[src/hdl/nsva_pkg.sv]
`default_nettype none
package nsva_pkg;
  typedef enum logic [1:0] {
    FUNC_LAMP   = 2'd0,
    FUNC_LISTEN = 2'd1,
    FUNC_TICK   = 2'd2,
    FUNC_NONE   = 2'd3
  } func_t;

  typedef enum logic [1:0] {
    ACT_NONE  = 2'd0,
    ACT_STOP  = 2'd1,
    ACT_START = 2'd2
  } action_t;

  typedef enum logic [2:0] {
    ST_IDLE,
    ST_SCAN,
    ST_STOP,
    ST_START,
    ST_EMIT
  } state_t;

  localparam int unsigned COORD_W  = 20;
  localparam int unsigned DIST_W   = 45;
  localparam int unsigned RADIUS_W = 12;
  localparam int unsigned COUNT_W  = 9;
  localparam int unsigned LAMP_W   = 8;
  localparam int unsigned SLOT_W   = 3;
  localparam logic [RADIUS_W-1:0] RADIUS_RST = 12'd360;
  localparam logic CFG_RADIUS = 1'b0;
  localparam logic CFG_COUNT  = 1'b1;

  typedef struct packed {
    logic signed [COORD_W-1:0] x;
    logic signed [COORD_W-1:0] y;
    logic signed [COORD_W-1:0] z;
  } pos_t;
endpackage
`default_nettype wire

[src/hdl/nsva_dist.sv]
`default_nettype none
// Pipelined squared distance: lamp position against one listener per cycle.
module nsva_dist (
  input  wire logic          clk,
  input  wire nsva_pkg::pos_t a,
  input  wire nsva_pkg::pos_t b,
  output logic [nsva_pkg::DIST_W-1:0] dist_r
);
  logic [nsva_pkg::COORD_W:0] dx_r, dy_r, dz_r;
  logic [2*nsva_pkg::COORD_W+1:0] mx_r, my_r, mz_r;
  logic signed [nsva_pkg::COORD_W:0] ex, ey, ez;

  always_comb begin
    ex = {a.x[nsva_pkg::COORD_W-1], a.x} - {b.x[nsva_pkg::COORD_W-1], b.x};
    ey = {a.y[nsva_pkg::COORD_W-1], a.y} - {b.y[nsva_pkg::COORD_W-1], b.y};
    ez = {a.z[nsva_pkg::COORD_W-1], a.z} - {b.z[nsva_pkg::COORD_W-1], b.z};
  end

  always_ff @(posedge clk) begin
    dx_r <= ex[nsva_pkg::COORD_W] ? -ex : ex;
    dy_r <= ey[nsva_pkg::COORD_W] ? -ey : ey;
    dz_r <= ez[nsva_pkg::COORD_W] ? -ez : ez;
    mx_r <= dx_r * dx_r;
    my_r <= dy_r * dy_r;
    mz_r <= dz_r * dz_r;
    dist_r <= nsva_pkg::DIST_W'(mx_r) + nsva_pkg::DIST_W'(my_r)
            + nsva_pkg::DIST_W'(mz_r);
  end
endmodule
`default_nettype wire

[config.mk]
export PLATFORM = sky130hd
export DESIGN_NAME = nsva_dist
export DESIGN_NICKNAME = d
export VERILOG_FILES = /design/src/hdl/nsva_pkg.sv /design/src/hdl/nsva_dist.sv
export SDC_FILE = /design/constraint.sdc
export NUM_CORES = 2
export LEC_CHECK = 0
export ABC_AREA = 1
export BUFFER_PORTS_ARGS = -buffer_cell sky130_fd_sc_hd__buf_2
export CAP_MARGIN = 20
export CORE_AREA = 2 2 346 348
export CTS_BUF_LIST = sky130_fd_sc_hd__clkbuf_8
export DETAILED_ROUTE_END_ITERATION = 7
export DIE_AREA = 0 0 348 350
export SLEW_MARGIN = 20
export SYNTH_ARGS = -nofsm -noshare
export SYNTH_HDL_FRONTEND = slang
export SYNTH_SLANG_ARGS = --single-unit
[constraint.sdc]
create_clock -name clk -period 7.2 [get_ports clk]
set_clock_uncertainty 0.2 [all_clocks]
set_input_delay 0.72 -clock clk [delete_from_list [all_inputs] [get_ports clk]]
set_output_delay 0.72 -clock clk [all_outputs]
set_load 0.02 [all_outputs]
Yosys cells after proc, flatten, opt, wreduce, memory -nomap -nowiden

Index checks and enable logic that the tools add are counted.

Flip-flop bits (word level): 233
Input port bits: 121
Output and inout port bits: 45

Add/subtract/negate cells: 8
$mul: 3
Mux-type cells: 3

Operator list:

| kind                         | number |
|---|---|
| multiplier 21 x 21 -> 42 bit | 3 |
| negation 21 bit              | 3 |
| subtractor 20 x 20 -> 21 bit | 3 |
| two-way mux 20 bit           | 3 |
| adder 43 x 42 -> 44 bit      | 1 |
| adder 42 x 42 -> 43 bit      | 1 |

Longest topological paths before layout

Depth in word-level cells: 3
Depth in mapped cells: 28
Mapped depth without buffers: 27

Worst setup path before layout

OpenSTA, ideal clock, no wires.

Path kind: register -> register
Start point: register dz_r[17] (netlist bit)
End point: register mz_r[37] (netlist bit)
Library setup time: 0.072 ns
Data arrival time: 5.944 ns
Data required time: 6.928 ns
Setup slack: 0.985 ns
Stages on the path, launching flop included: 26
Path buffers: 2
Period minus slack after synthesis: 6.215 ns
Path through: dfxtp_1 > clkbuf_1 > buf_1 > nand2_1 > fa_1 > inv_1 > fa_1 > fa_1 > fa_1 > fa_1 > fa_1 > inv_1 > fa_1 > inv_1 > ha_1 > nand2_1 > nor2_1 > inv_1 > nor2_1 > inv_1 > nor3_1 > nand2_1 > o211ai_1 > nand3_1 > nand2_1 > xor2_1

Cells in the longest elaborated chain, start to end: 1

RTL lines:

| item                         | RTL line        | source |
|---|---|---|
| start: declaration           | nsva_dist.sv:9  | `logic [nsva_pkg::COORD_W:0] dx_r, dy_r, dz_r;` |
| start signal: assignment     | nsva_dist.sv:22 | `dz_r <= ez[nsva_pkg::COORD_W] ? -ez : ez;` |
| multiplier 21 x 21 -> 42 bit | nsva_dist.sv:25 | `mz_r <= dz_r * dz_r;` |
| end signal: assignment       | nsva_dist.sv:25 |  |
| end: declaration             | nsva_dist.sv:10 | `logic [2*nsva_pkg::COORD_W+1:0] mx_r, my_r, mz_r;` |

No other way between the ends.
A chain may end at the register's enable or synchronous reset.

Worst setup path after layout

Start point: register dz_r[15] (netlist bit)
End point: register mz_r[25] (netlist bit)

The elaborated chain is that of the path after synthesis.

==> flow_metrics.tcl <==
set metrics [dict create \
    outcome "complete, no violations" \
    seq_area_mm2 0.004604 \
    grt-ovfl-total 0 \
    rr_startpoint "dz_r[15]$_DFF_P_" \
    die_area_mm2 0.1218 \
    yosys.area.top_type "fa_1" \
    fp.coreArea_mm2 0.1178 \
    hold_end "dx_r[0]$_DFF_P_" \
    synth.avg_cell_area_um2 7.822 \
    crit_required_ns 7.48 \
    wl_um 133700 \
    crit_path_end_kind "register" \
    setup_tns_ns 0 \
    antenna_found_initial 3 \
    io-pin-count 166 \
    ys_ff_latch 230 \
    synth_most_common_cell "inv_1" \
    clkLatencyLatePin_ns 0.68 \
    cts_buffer_depth 3 \
    grt_start_max_net_pins 22 \
    drv_slew 0 \
    post_cts_resized 0 \
    num_vias 41085 \
    multi_input_area_mm2 0.04057 \
    slew_headroom_pct 51.82 \
    min_from "b[40]" \
    setup_violations 0 \
    worst_pin_slew_ns 0.7217 \
    ant_nets 0 \
    synth-seq-area-share_pct 8.716 \
    cts_setup_buffers 0 \
    rows 126 \
    port_buffers 164 \
    reg2reg_depth 21 \
    areaGrowthSynthToFinish_pct 7.156 \
    fin_crit_ns 6.845 \
    yosysTopAreaCellShare_pct 36.95 \
    worstPathArrival_ns 7.13 \
    worstHoldPathType "in -> reg" \
    ys_dominant_reg_cell "dfxtp_1" \
    synthesis.area_mm2 0.05282 \
    period_share_pct 95.07 \
    grt_util_met2_pct 38.76 \
    die_h_um 350 \
    rsz0062_at_grt "false" \
    cts_tree "yes" \
    globalRouteMet1Util_pct 30.83 \
    startpoint "dz_r[15]$_DFF_P_" \
    drtIter0Drc 2264 \
    yosys_warnings 0 \
    hold_violations 0 \
    ys_top_cells_by_area "fa_1 37%, inv_1 13%, ha_1 13%" \
    wl_per_cell_um 15.76 \
    grt_usage_pct 22.74 \
    gp_congestion 0.9462 \
    yosysUniqueCellTypes 52 \
    grt_pass1_wl_um 221800 \
    use_met3_pct 2.599 \
    synth-edff-count 0 \
    die_w_um 348 \
    cp_max_fo 12 \
    avgViaCountPerCell 4.844 \
    drc_errors 0 \
    top_usage_layer "met2" \
    async_flop_share_pct 0 \
    worstHoldPathCells 3 \
    synth_cells 6753 \
    cts_htree_levels 2 \
    cts_hold_buf 0 \
    cap_violations 0 \
    dr.pass1.iters 6 \
    synthTopCellsByCount "1889 x inv_1, 1442 x nand2_1, 975 x fa_1" \
    clockRootBuffer "clkbuf_8" \
    cts_made_buffers 43 \
    drive_above_1_share_pct 5.818 \
    dp_hpwl_um 119300 \
    start_util_pct 44.86 \
    cts_sinks 230 \
    fill_cells 11629 \
    startpoint_type "register" \
    r2r_slack_ns 0.35 \
    clk_pin_slew_worst_paths_ns 0.06 \
    grt_pass1_vias 43495 \
    r2r_end "mz_r[25]$_DFF_P_" \
    num-nets-final 8572 \
    fmax_ghz 0.1461 \
    critical_path_class "reg -> reg" \
]
layout by cell type (no fill, tap or decap), types with 4 or more instances in the layout:
cell	n
and3_1	10
and2_1	5
o21ai_1	7
xor2_1	159
nand3_1	197
dfxtp_1	230
ha_1	563
or2_2	9
nand3_2	11
inv_2	4
buf_2	164
a21oi_1	254
nand2_2	38
o211ai_1	7
o21bai_1	20
nor2_2	10
o21ai_0	129
nor2_4	4
nand3b_1	13
a21o_1	26
inv_1	1899
a31oi_1	33
nor2_1	367
a211oi_1	5
xnor2_1	65
fa_1	975
clkbuf_8	50
buf_4	81
nand4_1	45
o21a_1	18
clkinv_2	6
a21boi_0	12
nor4_1	6
nor3_1	34
nand2_1	1442
conb_1	4
nand2_4	5
worst max path at each step:
stage,cells past startpoint,end,slack (ns)
after global routing,25,my_r[37]$_DFF_P_,0.02
after floorplan,25,mz_r[37]$_DFF_P_,0.98
final,21,mz_r[25]$_DFF_P_,0.35
after detailed placement,23,my_r[34]$_DFF_P_,0.45
after global placement,22,mz_r[32]$_DFF_P_,0.47
after CTS,23,my_r[34]$_DFF_P_,0.43
cell families after synthesis:
| kind of cell | synth area share [%] |
|---|---|
| AND/OR/NAND/NOR | 17.13 |
| buffers and inverters | 14.50 |
| adder cells (fa/ha/maj) | 50.29 |
| AO/OA/AOI/OAI | 5.618 |
| flip-flops | 8.716 |
| XOR/XNOR | 3.745 |
| other | 0.007099 |
critical path: stages, from the launching register on:
cell     delay, ns
dfxtp_1       0.74
nand2_1       0.17
fa_1          0.64
inv_1         0.08
fa_1          0.50
inv_1         0.05
fa_1          0.48
inv_1         0.06
fa_1          0.48
fa_1          0.50
fa_1          0.48
inv_1         0.04
fa_1          0.47
inv_1         0.04
ha_1          0.37
nand2_1       0.14
nor2_1        0.19
inv_1         0.08
nor2_1        0.14
nand4_1       0.12
nand3_1       0.18
xor2_1        0.47
layer usage:
| metal | part of all wire, % | up-vias |
|---|---|---|
| met3 | 4.8 | 155 |
| li1 | - | 20229 |
| met4 | 2.3 | 0 |
| met5 | 0 | - |
| met2 | 47 | 897 |
| met1 | 46 | 19804 |
final cells by class:
class                           instances  area share (%)
Tap cell                             1536           3.395
Inverter                             1896           12.59
Clock inverter                         26          0.3890
Sequential cell                       230           8.134
Antenna cell                            1        0.004421
Multi-Input combinational cell       4495           71.68
Clock buffer                           50           1.216
Timing Repair Buffer                  247           2.595
sequential cells by signal (all words and copies together), names as in the netlist:
signal and flops:
dy_r 21, mz_r 41, dist_r 44, mx_r 41, dx_r 21, dz_r 21, my_r 41
stage by stage:
step | hold slack [ns] | utilization, % | worst slack [ns] | cell area (um2) | cells
after floorplan | 0.1614 | - | 0.9846 | 52840 | 6756
after global placement | 0.3058 | 47.29 | 0.4673 | 55690 | 8404
after detailed placement | 0.2988 | 47.29 | 0.4522 | 55690 | 8404
after CTS | 0.1076 | 48.06 | 0.4325 | 56600 | 8480
after global routing | 0.1797 | 48.07 | 0.01832 | 56600 | 8481
final | 0.1742 | 48.07 | 0.3550 | 56600 | 8481
Power is not shown: default switching activity piles up to over one toggle a cycle in this logic, so the estimate is an artifact.
